[src/design/dnc_pkg.sv]
// Shared types, constants and calendar tables for the date/time converter.
package dnc_pkg;

    // Field widths of the clamped date and time
    localparam int DAY_W   = 5;
    localparam int MONTH_W = 4;
    localparam int YEAR_W  = 16;
    localparam int HOUR_W  = 5;
    localparam int MIN_W   = 6;
    localparam int SEC_W   = 6;
    localparam int WK_W    = 3;
    localparam int TOTAL_W = 32;

    // Internal widths
    localparam int QY_W   = 10;   // year / 100, at most 655
    localparam int Q100_W = 10;   // (n + 99) / 100, at most 656
    localparam int Q400_W = 8;    // (n + 399) / 400, at most 164
    localparam int QSUM_W = 15;   // leap days of the whole years
    localparam int YY_W   = 7;    // year mod 100
    localparam int DAYS_W = 25;   // day count from year zero
    localparam int TOD_W  = 17;   // seconds within the day
    localparam int WSUM_W = 8;    // weekday sum before mod 7
    localparam int RECIP_W = 17;
    localparam int PROD_W  = 34;

    localparam int NUM_STAGES = 5;

    // Reciprocal for division by 100 (shift 23) and by 400 (shift 25);
    // exact for dividends below 91180.
    localparam logic [RECIP_W-1:0] RECIP_100 = 17'd83887;
    localparam int SHIFT_100 = 23;
    localparam int SHIFT_400 = 25;

    localparam logic [YEAR_W-1:0]  YEAR_BIAS_100 = 16'd99;
    localparam logic [YEAR_W:0]    YEAR_BIAS_400 = 17'd399;
    localparam logic [DAYS_W-1:0]  DAYS_PER_YEAR = 25'd365;
    localparam logic [RECIP_W-1:0] SECS_PER_DAY  = 17'd86400;
    localparam logic [TOD_W-1:0]   SECS_PER_HOUR = 17'd3600;
    localparam logic [TOD_W-1:0]   SECS_PER_MIN  = 17'd60;

    localparam logic [DAY_W-1:0]   DAY_MAX   = 5'd31;
    localparam logic [MONTH_W-1:0] MONTH_MAX = 4'd12;
    localparam logic [HOUR_W-1:0]  HOUR_MAX  = 5'd23;
    localparam logic [MIN_W-1:0]   MIN_MAX   = 6'd59;
    localparam logic [SEC_W-1:0]   SEC_MAX   = 6'd59;

    localparam logic [MONTH_W-1:0] MONTH_JAN = 4'd1;
    localparam logic [MONTH_W-1:0] MONTH_FEB = 4'd2;
    localparam logic [MONTH_W-1:0] MONTH_MAR = 4'd3;
    localparam logic [MONTH_W-1:0] MONTH_APR = 4'd4;
    localparam logic [MONTH_W-1:0] MONTH_MAY = 4'd5;
    localparam logic [MONTH_W-1:0] MONTH_JUN = 4'd6;
    localparam logic [MONTH_W-1:0] MONTH_JUL = 4'd7;
    localparam logic [MONTH_W-1:0] MONTH_AUG = 4'd8;
    localparam logic [MONTH_W-1:0] MONTH_SEP = 4'd9;
    localparam logic [MONTH_W-1:0] MONTH_OCT = 4'd10;
    localparam logic [MONTH_W-1:0] MONTH_NOV = 4'd11;
    localparam logic [MONTH_W-1:0] MONTH_DEC = 4'd12;

    typedef struct packed {
        logic [DAY_W-1:0]   day;
        logic [MONTH_W-1:0] month;
        logic [YEAR_W-1:0]  year;
        logic [HOUR_W-1:0]  hour;
        logic [MIN_W-1:0]   minute;
        logic [SEC_W-1:0]   second;
    } t_dt;

    typedef struct packed {
        t_dt               dt;
        logic [YEAR_W-1:0] n;
        logic [QY_W-1:0]   qy;
        logic [Q100_W-1:0] q100;
        logic [Q400_W-1:0] q400;
    } t_s1;

    typedef struct packed {
        t_dt               dt;
        logic [YY_W-1:0]   yy;
        logic [1:0]        qy_lo;
        logic [DAYS_W-1:0] n365;
        logic [QSUM_W-1:0] qsum;
        logic [TOD_W-1:0]  tod;
    } t_s2;

    typedef struct packed {
        t_dt               dt;
        logic [DAYS_W-1:0] days;
        logic [WSUM_W-1:0] wsum;
        logic [TOD_W-1:0]  tod;
    } t_s3;

    typedef struct packed {
        t_dt                dt;
        logic [TOTAL_W-1:0] prod;
        logic [WK_W-1:0]    wk;
        logic [TOD_W-1:0]   tod;
    } t_s4;

    typedef struct packed {
        t_dt                dt;
        logic [WK_W-1:0]    wk;
        logic [TOTAL_W-1:0] total;
    } t_s5;

    // Month length for clamping; February is handled by the caller
    function automatic logic [DAY_W-1:0] month_len(input logic [MONTH_W-1:0] m);
        logic [DAY_W-1:0] len;
        unique case (m)
            MONTH_APR, MONTH_JUN, MONTH_SEP, MONTH_NOV: len = 5'd30;
            MONTH_FEB:                                  len = 5'd28;
            default:                                    len = 5'd31;
        endcase
        return len;
    endfunction

    // Weekday month code
    function automatic logic [WK_W-1:0] month_code(input logic [MONTH_W-1:0] m);
        logic [WK_W-1:0] code;
        unique case (m)
            MONTH_JAN: code = 3'd6;
            MONTH_FEB: code = 3'd2;
            MONTH_MAR: code = 3'd2;
            MONTH_APR: code = 3'd5;
            MONTH_MAY: code = 3'd0;
            MONTH_JUN: code = 3'd3;
            MONTH_JUL: code = 3'd5;
            MONTH_AUG: code = 3'd1;
            MONTH_SEP: code = 3'd4;
            MONTH_OCT: code = 3'd6;
            MONTH_NOV: code = 3'd2;
            default:   code = 3'd4;
        endcase
        return code;
    endfunction

    // Days of the months before m in a common year
    function automatic logic [8:0] cum_days(input logic [MONTH_W-1:0] m);
        logic [8:0] d;
        unique case (m)
            MONTH_FEB: d = 9'd31;
            MONTH_MAR: d = 9'd59;
            MONTH_APR: d = 9'd90;
            MONTH_MAY: d = 9'd120;
            MONTH_JUN: d = 9'd151;
            MONTH_JUL: d = 9'd181;
            MONTH_AUG: d = 9'd212;
            MONTH_SEP: d = 9'd243;
            MONTH_OCT: d = 9'd273;
            MONTH_NOV: d = 9'd304;
            MONTH_DEC: d = 9'd334;
            default:   d = 9'd0;
        endcase
        return d;
    endfunction

    // Residue mod 7 by folding powers of eight (both 64 and 8 are 1 mod 7)
    function automatic logic [WK_W-1:0] mod7(input logic [WSUM_W-1:0] v);
        logic [6:0] a;
        logic [3:0] b;
        logic [3:0] c;
        a = 7'(v[7:6]) + 7'(v[5:0]);
        b = 4'(a[6:3]) + 4'(a[2:0]);
        c = 4'(b[3]) + 4'(b[2:0]);
        if (c >= 4'd7) begin
            c = c - 4'd7;
        end
        return c[WK_W-1:0];
    endfunction

endpackage

[src/design/dnc_clamp.sv]
// First stage: field clamping and reciprocal quotients of the year.
module dnc_clamp (
    input  logic                        i_clk,
    input  logic                        i_en,
    input  logic [7:0]                  i_raw_day,
    input  logic [7:0]                  i_raw_month,
    input  logic [dnc_pkg::YEAR_W-1:0]  i_raw_year,
    input  logic [7:0]                  i_raw_hour,
    input  logic [7:0]                  i_raw_minute,
    input  logic [7:0]                  i_raw_second,
    output dnc_pkg::t_s1                o_s1
);

    dnc_pkg::t_s1                    r_s1;
    dnc_pkg::t_s1                    n_s1;
    logic [dnc_pkg::DAY_W-1:0]       day_c;
    logic [dnc_pkg::DAY_W-1:0]       lim;
    logic [dnc_pkg::MONTH_W-1:0]     mon_c;
    logic [dnc_pkg::YEAR_W-1:0]      n_yr;
    logic [dnc_pkg::YEAR_W:0]        a100;
    logic [dnc_pkg::YEAR_W:0]        a400;
    logic [dnc_pkg::PROD_W-1:0]      p_y;
    logic [dnc_pkg::PROD_W-1:0]      p_100;
    logic [dnc_pkg::PROD_W-1:0]      p_400;

    always_comb begin
        if (i_raw_day == 8'd0) begin
            day_c = 5'd1;
        end else if (i_raw_day > 8'(dnc_pkg::DAY_MAX)) begin
            day_c = dnc_pkg::DAY_MAX;
        end else begin
            day_c = i_raw_day[dnc_pkg::DAY_W-1:0];
        end

        if (i_raw_month == 8'd0) begin
            mon_c = dnc_pkg::MONTH_JAN;
        end else if (i_raw_month > 8'(dnc_pkg::MONTH_MAX)) begin
            mon_c = dnc_pkg::MONTH_MAX;
        end else begin
            mon_c = i_raw_month[dnc_pkg::MONTH_W-1:0];
        end

        // February by the plain every-fourth-year rule
        if (mon_c == dnc_pkg::MONTH_FEB) begin
            lim = (i_raw_year[1:0] == 2'd0) ? 5'd29 : 5'd28;
        end else begin
            lim = dnc_pkg::month_len(mon_c);
        end

        n_yr  = (i_raw_year == '0) ? '0 : i_raw_year - 16'd1;
        a100  = 17'(n_yr) + 17'(dnc_pkg::YEAR_BIAS_100);
        a400  = 17'(n_yr) + dnc_pkg::YEAR_BIAS_400;
        p_y   = 34'(i_raw_year) * 34'(dnc_pkg::RECIP_100);
        p_100 = 34'(a100) * 34'(dnc_pkg::RECIP_100);
        p_400 = 34'(a400) * 34'(dnc_pkg::RECIP_100);

        n_s1.dt.day    = (day_c > lim) ? lim : day_c;
        n_s1.dt.month  = mon_c;
        n_s1.dt.year   = i_raw_year;
        n_s1.dt.hour   = (i_raw_hour > 8'(dnc_pkg::HOUR_MAX)) ? dnc_pkg::HOUR_MAX
                                                              : i_raw_hour[4:0];
        n_s1.dt.minute = (i_raw_minute > 8'(dnc_pkg::MIN_MAX)) ? dnc_pkg::MIN_MAX
                                                               : i_raw_minute[5:0];
        n_s1.dt.second = (i_raw_second > 8'(dnc_pkg::SEC_MAX)) ? dnc_pkg::SEC_MAX
                                                               : i_raw_second[5:0];
        n_s1.n    = n_yr;
        n_s1.qy   = p_y[dnc_pkg::SHIFT_100 +: dnc_pkg::QY_W];
        n_s1.q100 = p_100[dnc_pkg::SHIFT_100 +: dnc_pkg::Q100_W];
        n_s1.q400 = p_400[dnc_pkg::SHIFT_400 +: dnc_pkg::Q400_W];
    end

    always_ff @(posedge i_clk) begin
        if (i_en) begin
            r_s1 <= n_s1;
        end
    end

    assign o_s1 = r_s1;

endmodule

[src/design/dnc_days.sv]
// Second and third stages: year remainder, whole-year days, day count, weekday sum.
module dnc_days (
    input  logic          i_clk,
    input  logic [1:0]    i_en,
    input  dnc_pkg::t_s1  i_s1,
    output dnc_pkg::t_s3  o_s3
);

    dnc_pkg::t_s2                    r_s2;
    dnc_pkg::t_s2                    n_s2;
    dnc_pkg::t_s3                    r_s3;
    dnc_pkg::t_s3                    n_s3;
    logic [dnc_pkg::YEAR_W-1:0]      yr_mod;
    logic [dnc_pkg::YEAR_W:0]        q4;
    logic [dnc_pkg::YEAR_W:0]        qsum;
    logic                            y4;
    logic                            leap;
    logic                            early;

    // Stage two
    always_comb begin
        yr_mod = i_s1.dt.year - 16'(17'(i_s1.qy) * 17'd100);
        q4     = (17'(i_s1.n) + 17'd3) >> 2;
        qsum   = q4 + 17'(i_s1.q400) - 17'(i_s1.q100);

        n_s2.dt    = i_s1.dt;
        n_s2.yy    = yr_mod[dnc_pkg::YY_W-1:0];
        n_s2.qy_lo = i_s1.qy[1:0];
        n_s2.n365  = 25'(i_s1.n) * dnc_pkg::DAYS_PER_YEAR;
        n_s2.qsum  = qsum[dnc_pkg::QSUM_W-1:0];
        n_s2.tod   = 17'(i_s1.dt.hour) * dnc_pkg::SECS_PER_HOUR
                   + 17'(i_s1.dt.minute) * dnc_pkg::SECS_PER_MIN
                   + 17'(i_s1.dt.second);
    end

    // Stage three
    always_comb begin
        y4    = (r_s2.dt.year[1:0] == 2'd0);
        leap  = y4 && ((r_s2.yy != '0) || (r_s2.qy_lo == 2'd0));
        early = (r_s2.dt.month < dnc_pkg::MONTH_MAR);

        n_s3.dt   = r_s2.dt;
        n_s3.tod  = r_s2.tod;
        n_s3.days = r_s2.n365
                  + 25'(r_s2.qsum)
                  + 25'(dnc_pkg::cum_days(r_s2.dt.month))
                  + 25'(leap && !early)
                  + 25'(r_s2.dt.day);
        n_s3.wsum = 8'(r_s2.yy) + 8'(r_s2.yy[dnc_pkg::YY_W-1:2])
                  + 8'(r_s2.dt.day) + 8'(dnc_pkg::month_code(r_s2.dt.month))
                  - 8'(y4 && early);
    end

    always_ff @(posedge i_clk) begin
        if (i_en[0]) begin
            r_s2 <= n_s2;
        end
        if (i_en[1]) begin
            r_s3 <= n_s3;
        end
    end

    assign o_s3 = r_s3;

endmodule

[src/design/dnc_secs.sv]
// Fourth and fifth stages: day count to seconds, weekday reduction, final sum.
module dnc_secs (
    input  logic          i_clk,
    input  logic [1:0]    i_en,
    input  dnc_pkg::t_s3  i_s3,
    output dnc_pkg::t_s5  o_s5
);

    dnc_pkg::t_s4                  r_s4;
    dnc_pkg::t_s4                  n_s4;
    dnc_pkg::t_s5                  r_s5;
    dnc_pkg::t_s5                  n_s5;
    logic [dnc_pkg::DAYS_W+dnc_pkg::RECIP_W-1:0] day_secs;

    always_comb begin
        day_secs  = 42'(i_s3.days) * 42'(dnc_pkg::SECS_PER_DAY);
        n_s4.dt   = i_s3.dt;
        n_s4.tod  = i_s3.tod;
        n_s4.prod = day_secs[dnc_pkg::TOTAL_W-1:0];
        n_s4.wk   = dnc_pkg::mod7(i_s3.wsum);

        // Wrap to 32 bits
        n_s5.dt    = r_s4.dt;
        n_s5.wk    = r_s4.wk;
        n_s5.total = r_s4.prod + 32'(r_s4.tod);
    end

    always_ff @(posedge i_clk) begin
        if (i_en[0]) begin
            r_s4 <= n_s4;
        end
        if (i_en[1]) begin
            r_s5 <= n_s5;
        end
    end

    assign o_s5 = r_s5;

endmodule

[src/design/datetime_normalize_convert.sv]
// Top level of the date/time normalizer: five-stage pipeline and handshake control.
//
//  channel | valid    | ready    | word
//  --------+----------+----------+-------------------------------------------------
//  in      | i_valid  | o_ready  | i_raw_day/month/year/hour/minute/second
//  out     | o_valid  | i_ready  | o_day_out ... o_second_out, o_weekday,
//          |          |          | o_total_seconds
//
//  A word accepted on the input moves through stage registers one to five in turn; o_valid
//  rises once it reaches stage five. One word enters per cycle while o_ready is high.
//  The stage count is set by the 34-bit reciprocal products (stage one), the
//  whole-year day count (stages two and three) and the 86400 multiply (stage four).
//  Reset clears only the stage valid bits; payload registers hold garbage.
//  A stall on the output passes back combinationally to every full stage through the ready chain:
//  an empty stage still loads, so bubbles collapse and no word is lost or repeated.
module datetime_normalize_convert (
    input  logic                         i_clk,
    input  logic                         i_rst_n,
    input  logic                         i_valid,
    output logic                         o_ready,
    input  logic [7:0]                   i_raw_day,
    input  logic [7:0]                   i_raw_month,
    input  logic [15:0]                  i_raw_year,
    input  logic [7:0]                   i_raw_hour,
    input  logic [7:0]                   i_raw_minute,
    input  logic [7:0]                   i_raw_second,
    output logic                         o_valid,
    input  logic                         i_ready,
    output logic [4:0]                   o_day_out,
    output logic [3:0]                   o_month_out,
    output logic [15:0]                  o_year_out,
    output logic [4:0]                   o_hour_out,
    output logic [5:0]                   o_minute_out,
    output logic [5:0]                   o_second_out,
    output logic [2:0]                   o_weekday,
    output logic [31:0]                  o_total_seconds
);

    localparam int NS = dnc_pkg::NUM_STAGES;

    logic [NS-1:0]   r_vld;
    logic [NS-1:0]   n_vld;
    logic [NS-1:0]   rdy;
    dnc_pkg::t_s1    s1;
    dnc_pkg::t_s3    s3;
    dnc_pkg::t_s5    s5;

    // Ready chain: a stage loads when empty or when the next one moves
    always_comb begin
        rdy[NS-1] = !r_vld[NS-1] || i_ready;
        for (int k = NS - 2; k >= 0; k--) begin
            rdy[k] = !r_vld[k] || rdy[k+1];
        end
        n_vld[0] = rdy[0] ? i_valid : r_vld[0];
        for (int k = 1; k < NS; k++) begin
            n_vld[k] = rdy[k] ? r_vld[k-1] : r_vld[k];
        end
    end

    always_ff @(posedge i_clk) begin
        if (!i_rst_n) begin
            r_vld <= '0;
        end else begin
            r_vld <= n_vld;
        end
    end

    // Clamp fields, start the year quotients
    dnc_clamp u_clamp (
        .i_clk        (i_clk),
        .i_en         (rdy[0]),
        .i_raw_day    (i_raw_day),
        .i_raw_month  (i_raw_month),
        .i_raw_year   (i_raw_year),
        .i_raw_hour   (i_raw_hour),
        .i_raw_minute (i_raw_minute),
        .i_raw_second (i_raw_second),
        .o_s1         (s1)
    );

    // Day count and weekday sum
    dnc_days u_days (
        .i_clk (i_clk),
        .i_en  (rdy[2:1]),
        .i_s1  (s1),
        .o_s3  (s3)
    );

    // Seconds and weekday residue
    dnc_secs u_secs (
        .i_clk (i_clk),
        .i_en  (rdy[4:3]),
        .i_s3  (s3),
        .o_s5  (s5)
    );

    assign o_ready         = rdy[0];
    assign o_valid         = r_vld[NS-1];
    assign o_day_out       = s5.dt.day;
    assign o_month_out     = s5.dt.month;
    assign o_year_out      = s5.dt.year;
    assign o_hour_out      = s5.dt.hour;
    assign o_minute_out    = s5.dt.minute;
    assign o_second_out    = s5.dt.second;
    assign o_weekday       = s5.wk;
    assign o_total_seconds = s5.total;

    // Reset empties the pipeline
    a_reset_empty : assert property (@(posedge i_clk)
        !i_rst_n |=> !o_valid)
        else $error("valid word out of a reset pipeline");

    // Weekday residue stays below seven
    a_weekday_range : assert property (@(posedge i_clk) disable iff (!i_rst_n)
        o_valid |-> (o_weekday < 3'd7))
        else $error("weekday residue out of range");

    // Clamped date fields stay in range, day within its month outside February
    a_date_range : assert property (@(posedge i_clk) disable iff (!i_rst_n)
        o_valid |-> (o_day_out != 5'd0) && (o_month_out != 4'd0) && (o_month_out <= 4'd12)
                    && (o_day_out <= dnc_pkg::month_len(o_month_out)
                        || o_month_out == dnc_pkg::MONTH_FEB))
        else $error("clamped date out of range");

    // A full pipeline with a stalled output takes no new word
    a_full_stall : assert property (@(posedge i_clk) disable iff (!i_rst_n)
        ((&r_vld) && !i_ready) |-> !o_ready)
        else $error("word taken into a full stalled pipeline");

endmodule

[config.mk]
export PLATFORM = sky130hd
export DESIGN_NAME = datetime_normalize_convert
export DESIGN_NICKNAME = d
export VERILOG_FILES = /design/src/design/dnc_pkg.sv /design/src/design/dnc_clamp.sv /design/src/design/dnc_days.sv /design/src/design/dnc_secs.sv /design/src/design/datetime_normalize_convert.sv
export SDC_FILE = /design/constraint.sdc
export NUM_CORES = 2
export LEC_CHECK = 0
export ABC_AREA = 1
export BUFFER_PORTS_ARGS = -buffer_cell sky130_fd_sc_hd__buf_2
export CORE_AREA = 2 2 374 376
export CTS_CLUSTER_DIAMETER = 150
export DETAILED_ROUTE_END_ITERATION = 8
export DIE_AREA = 0 0 376 378
export RECOVER_POWER = 50
export SYNTH_ARGS = -nofsm -noshare
export SYNTH_HDL_FRONTEND = slang
export SYNTH_SLANG_ARGS = --single-unit
export TNS_END_PERCENT = 1
[constraint.sdc]
create_clock -name i_clk -period 15.3 [get_ports i_clk]
set_clock_uncertainty 0.05 [all_clocks]
set_input_delay 0.765 -clock i_clk [delete_from_list [all_inputs] [get_ports i_clk]]
set_output_delay 0.765 -clock i_clk [all_outputs]
set_load 0.05 [all_outputs]
# After elaboration in Yosys (flattened, before gate mapping)
# Memory sizes are Yosys's and may differ from the RTL's. A register that Yosys moved wholly into a read port is not among the register bits.
# Cells that the tools add are included.
# word_totals
inputBits	60
memories	2
regBits	455
out_inout_bits	79
romBits	192
word_cells	132
# mem_list
name	depth	width	rd	rd_ports_with_merged_regs	wr	line	rtl
(name not given)	16	9	1	1	0	dnc_pkg.sv:140	unique case (m)
(name not given)	16	3	1	1	0	dnc_pkg.sv:120	unique case (m)
# op_classes
n_reduce_logical	23
eq_ne	5
add_sub_neg	22
mul	8
mux	12
magnitude_cmp	8
# ops
cell	n
17-bit by 17-bit multiplier with 33-bit output, second input constant	2
16-bit by 17-bit multiplier with 33-bit output, second input constant	1
32-bit by 17-bit adder with 32-bit output	1
25-bit by 1-bit adder with 25-bit output	1
25-bit by 15-bit adder with 25-bit output	1
25-bit by 5-bit adder with 25-bit output	1
25-bit by 9-bit adder with 25-bit output	1
16-bit by 9-bit multiplier with 25-bit output, second input constant	1
25-bit by 10-bit multiplier with 25-bit output, second input constant	1
5-bit 2-to-1 mux	4
16-bit by 2-bit adder with 17-bit output, second input constant	1
16-bit by 7-bit adder with 17-bit output, second input constant	1
16-bit by 9-bit adder with 17-bit output, second input constant	1
17-bit by 12-bit adder with 17-bit output	1
17-bit by 6-bit adder with 17-bit output	1
8-bit by 5-bit greater-than comparator with 1-bit output, second input constant	2
8-bit by 6-bit greater-than comparator with 1-bit output, second input constant	2
16-bit logical NOT	1
8-bit logical NOT	2
16-bit 2-to-1 mux	1
4-bit 2-to-1 mux	4
16-bit by 1-bit subtractor with 16-bit output, second input constant	1
15-bit by 8-bit adder with 15-bit output	1
15-bit by 10-bit subtractor with 15-bit output	1
other kinds (27)	44

# Logic depth before layout (Yosys ltp)
# logic_depth
depth_word	9
depth_mapped	44
ltp_nobuf	44

# Hierarchy
# From an unflattened synthesis, not the netlist that was laid out.
# unflattened
hier_cells	4955
area_unflattened_um2	46962.5
# by_module_without_submodules
mod	cells_each	seq_area_each_um2	instances	area_each_um2
dnc_clamp	2451	2582.5	1	21779.6
dnc_days	1599	6065.8	1	15215.8
dnc_secs	883	4924.7	1	9768.1
datetime_normalize_convert	22	100.1	1	198.9

# Least setup slack after synthesis
# No wires, ideal clock.
# synth_path
kind	input port to flip-flop
from	input i_ready
to	register (tool-made name)
t_arrival_ps	9563
setup_time_ps	129
path_buffers	0
required_ps	15121
cell_stages	13
slack_ps	5558
path_cell_list	nor2_1 inv_1 nor2_1 inv_1 nor2_1 inv_1 nor2_2 inv_1 o21ai_0 ha_1 inv_1 nand2_1 o211ai_1
# synth_lines
item	line	rtl
start, declared	datetime_normalize_convert.sv:28	input logic i_ready,

==> metrics.cfg <==
[outcome]
status = complete, but fails checks
violations = capacitance limit, slew limit

[worst_hold_path]
whs_path_depth = 0
hp-start = u_secs.n_s5[58]
hold_end = u_secs.o_s5[58]
hold_path.class = flip-flop to flip-flop

[yosys]
avgSynthCellArea_um2 = 10.1
synth_area_um2 = 44000
yosysWarnings = 0
synth_nets = 5564
synth_edf_count = 435
synthCells = 4359
synthFlopType = edfxtp_1
ys_seq_elements = 452
synthArstFlopShare = 0
yosysUniqueCellTypes = 62
yosysSeqAreaShare = 0.304

[critical_path]
timing.rr.start = r_vld[4]
worstSetupEndpointType = flip-flop
start_kind = input port
r2r_slack_ns = 8.32
critPathSlowestCell = clkbuf_1
reg2reg_depth = 15
cp.arrival_ns = 9.75
path_class = input port to flip-flop
path_max_fanout = 16
critPathRequiredTime_ns = 15.61
critPathMaxStageDelay_ns = 0.67

[clock_tree]
postCtsSetupRepairBufs = 0
cts_hold_buffers = 0
cts_max_path_buffers = 3
cts_buffers = 51
clk_latency_ns = 0.61
cts_resized = 0
cts_sinks = 452
cts_tree = yes
htreeDepth = 2
path_clk_slew_ns = 0.06
cts_root_buffer = clkbuf_16

[route]
routedWlPerCell_um = 15.8
vias_per_cell = 4.53
dr.first_iter.drc_count = 1703
drc = 0
routed_wl_um = 101000
vias = 28998
dr.pass1.iters = 6
ant_nets = 0

[placed_design]
dp.cells = 6307
pre_cts_slack_ns = 5.89
finalWeightedCongestion = 0.904
port_buffers = 138
placed_area_um2 = 47000
dp_hpwl_um = 86500

[cells_and_area]
fin_area_um2 = 48500
synthToLayoutAreaGrowth_pct = 10.2
drive_gt1_frac = 0.0464
fin_cells = 6402
final_nets = 5758
antennaDiodeCount = 0

[floorplan]
initial_core_util = 0.318
fp.coreArea_um2 = 139000
die_y_um = 378
die_area_um2 = 142000
io_pins = 139
row_count = 137
die_w_um = 376

[grt]
grt_pass1_wl_um = 164000
grt.total_usage = 0.145
grt_max_degree = 82
grt_overflow = 0
antenna_found_initial = 1
grt_pass1_vias = 30350

[timing]
fmax_mhz = 106
slew_headroom = -0.504
finalHoldViolations = 0
setup_viol = 0
tns_ns = 0
fin_crit_ns = 9.44
postLayoutSetupSlackWorst_ns = 5.86
timing.final.crit_share = 0.617
tightest_slew_ns = 2.26
rsz0062_at_grt = false
slew_violations = 80

[run]
max-cap-violations = 3

-- sequential cells by signal, summed over array words and instances (netlist names), named ones only --
signal / count
u_days.r_s2: 49
u_days.n_s3: 55
u_secs.o_s5: 75
u_secs.r_s4: 42
u_secs.n_s5: 43
u_days.o_s3: 90
r_vld: 5
u_clamp.o_s1: 81
-- kinds of logic (layout without fill, tap and decap cells) --
family	count (synthesis)	in the layout	synth area share
and+or+nand+nor	1024	1024	0.101
buffers and inverters	1104	1340	0.0945
muxes	1	1	0.000256
xor gates and xnor gates	210	210	0.0427
adders and majority gates	1145	1145	0.403
AOI/OAI and AO/OA	423	423	0.0544
DFF	452	452	0.304
-- critical path, delay by kind of cell --
family	cells	cell delay, ns
buffers and inverters	7	1.21
and+or+nand+nor	17	3.93
adders and majority gates	9	3.81
-- cells in the mapped netlist (5+ instances only) --
master / count / share of area
nand3b_1: 6 / 0.0010
a21o_1: 18 / 0.0031
o31ai_1: 5 / 0.00085
o21bai_1: 14 / 0.0024
dfxtp_1: 17 / 0.0077
xor2_1: 129 / 0.026
o21a_1: 9 / 0.0015
nor2_1: 196 / 0.017
nor3_1: 29 / 0.0033
ha_1: 690 / 0.20
xnor2_1: 77 / 0.015
a31oi_1: 12 / 0.0017
or2_2: 15 / 0.0021
a21oi_1: 193 / 0.022
a211oi_1: 5 / 0.00085
o21ai_0: 115 / 0.013
nor4_1: 10 / 0.0014
nand3_1: 120 / 0.014
nand3_2: 8 / 0.0018
inv_1: 1082 / 0.092
edfxtp_1: 435 / 0.30
nand2_2: 19 / 0.0027
nor2_2: 15 / 0.0021
nand4_1: 33 / 0.0047
fa_1: 455 / 0.21
o211ai_1: 11 / 0.0019
nand2_1: 554 / 0.047
a21boi_0: 8 / 0.0014
inv_2: 17 / 0.0014
o21ai_1: 8 / 0.00091
-- cell usage in the layout, fill, tap and decap left out, types with 9 or more instances in the layout --
cell	instances
a31oi_1	12
inv_1	1079
nand4_1	33
nor2_2	11
clkbuf_1	102
edfxtp_1	435
nor3_1	30
clkinv_2	13
nor2_1	202
or2_2	15
nand2_1	554
o211ai_1	11
a21oi_1	193
xor2_1	129
clkinv_1	10
o21ai_0	115
o21a_1	9
o21bai_1	14
clkbuf_16	52
xnor2_1	77
fa_1	455
dfxtp_1	17
nand3_1	126
a21o_1	18
buf_2	42
inv_2	16
nor4_1	10
nand2_2	18
ha_1	690
-- cell type report --
cell class,count,area [um2]
Clock buffer,57,1320
Clock inverter,38,378
Fill cell,13964,90000
Inverter,1101,4140
Multi-Input combinational cell,2803,26400
Sequential cell,452,13400
Tap cell,1807,2260
Timing Repair Buffer,144,612
-- how the worst max path moves through the flow --
| stage | start | to | depth (start not counted) |
|---|---|---|---|
| floorplan | i_ready | flip-flop | 13 |
| global placement | i_raw_year[8] | u_clamp.o_s1[17] | 35 |
| detailed placement | i_raw_year[0] | u_clamp.o_s1[17] | 33 |
| CTS | i_raw_year[0] | u_clamp.o_s1[17] | 33 |
| global route | i_raw_year[0] | u_clamp.o_s1[4] | 34 |
| finish | i_raw_year[0] | u_clamp.o_s1[17] | 33 |
-- through the flow --
step | utilization | hold WS [ns]
after global routing | 0.350 | 0.368
final | 0.350 | 0.363
after detailed placement | 0.339 | 0.355
after floorplan | - | 0.350
after global placement | 0.339 | 0.350
after CTS | 0.352 | 0.337
-- per-layer routing --
layer	wire, um	track usage
met4	1880	0.0272
met1	49000	0.204
met2	45800	0.242
met5	0	0
met3	4380	0.0177
Power is not shown: default switching activity piles up to over one toggle a cycle in this logic, so the estimate is an artifact.
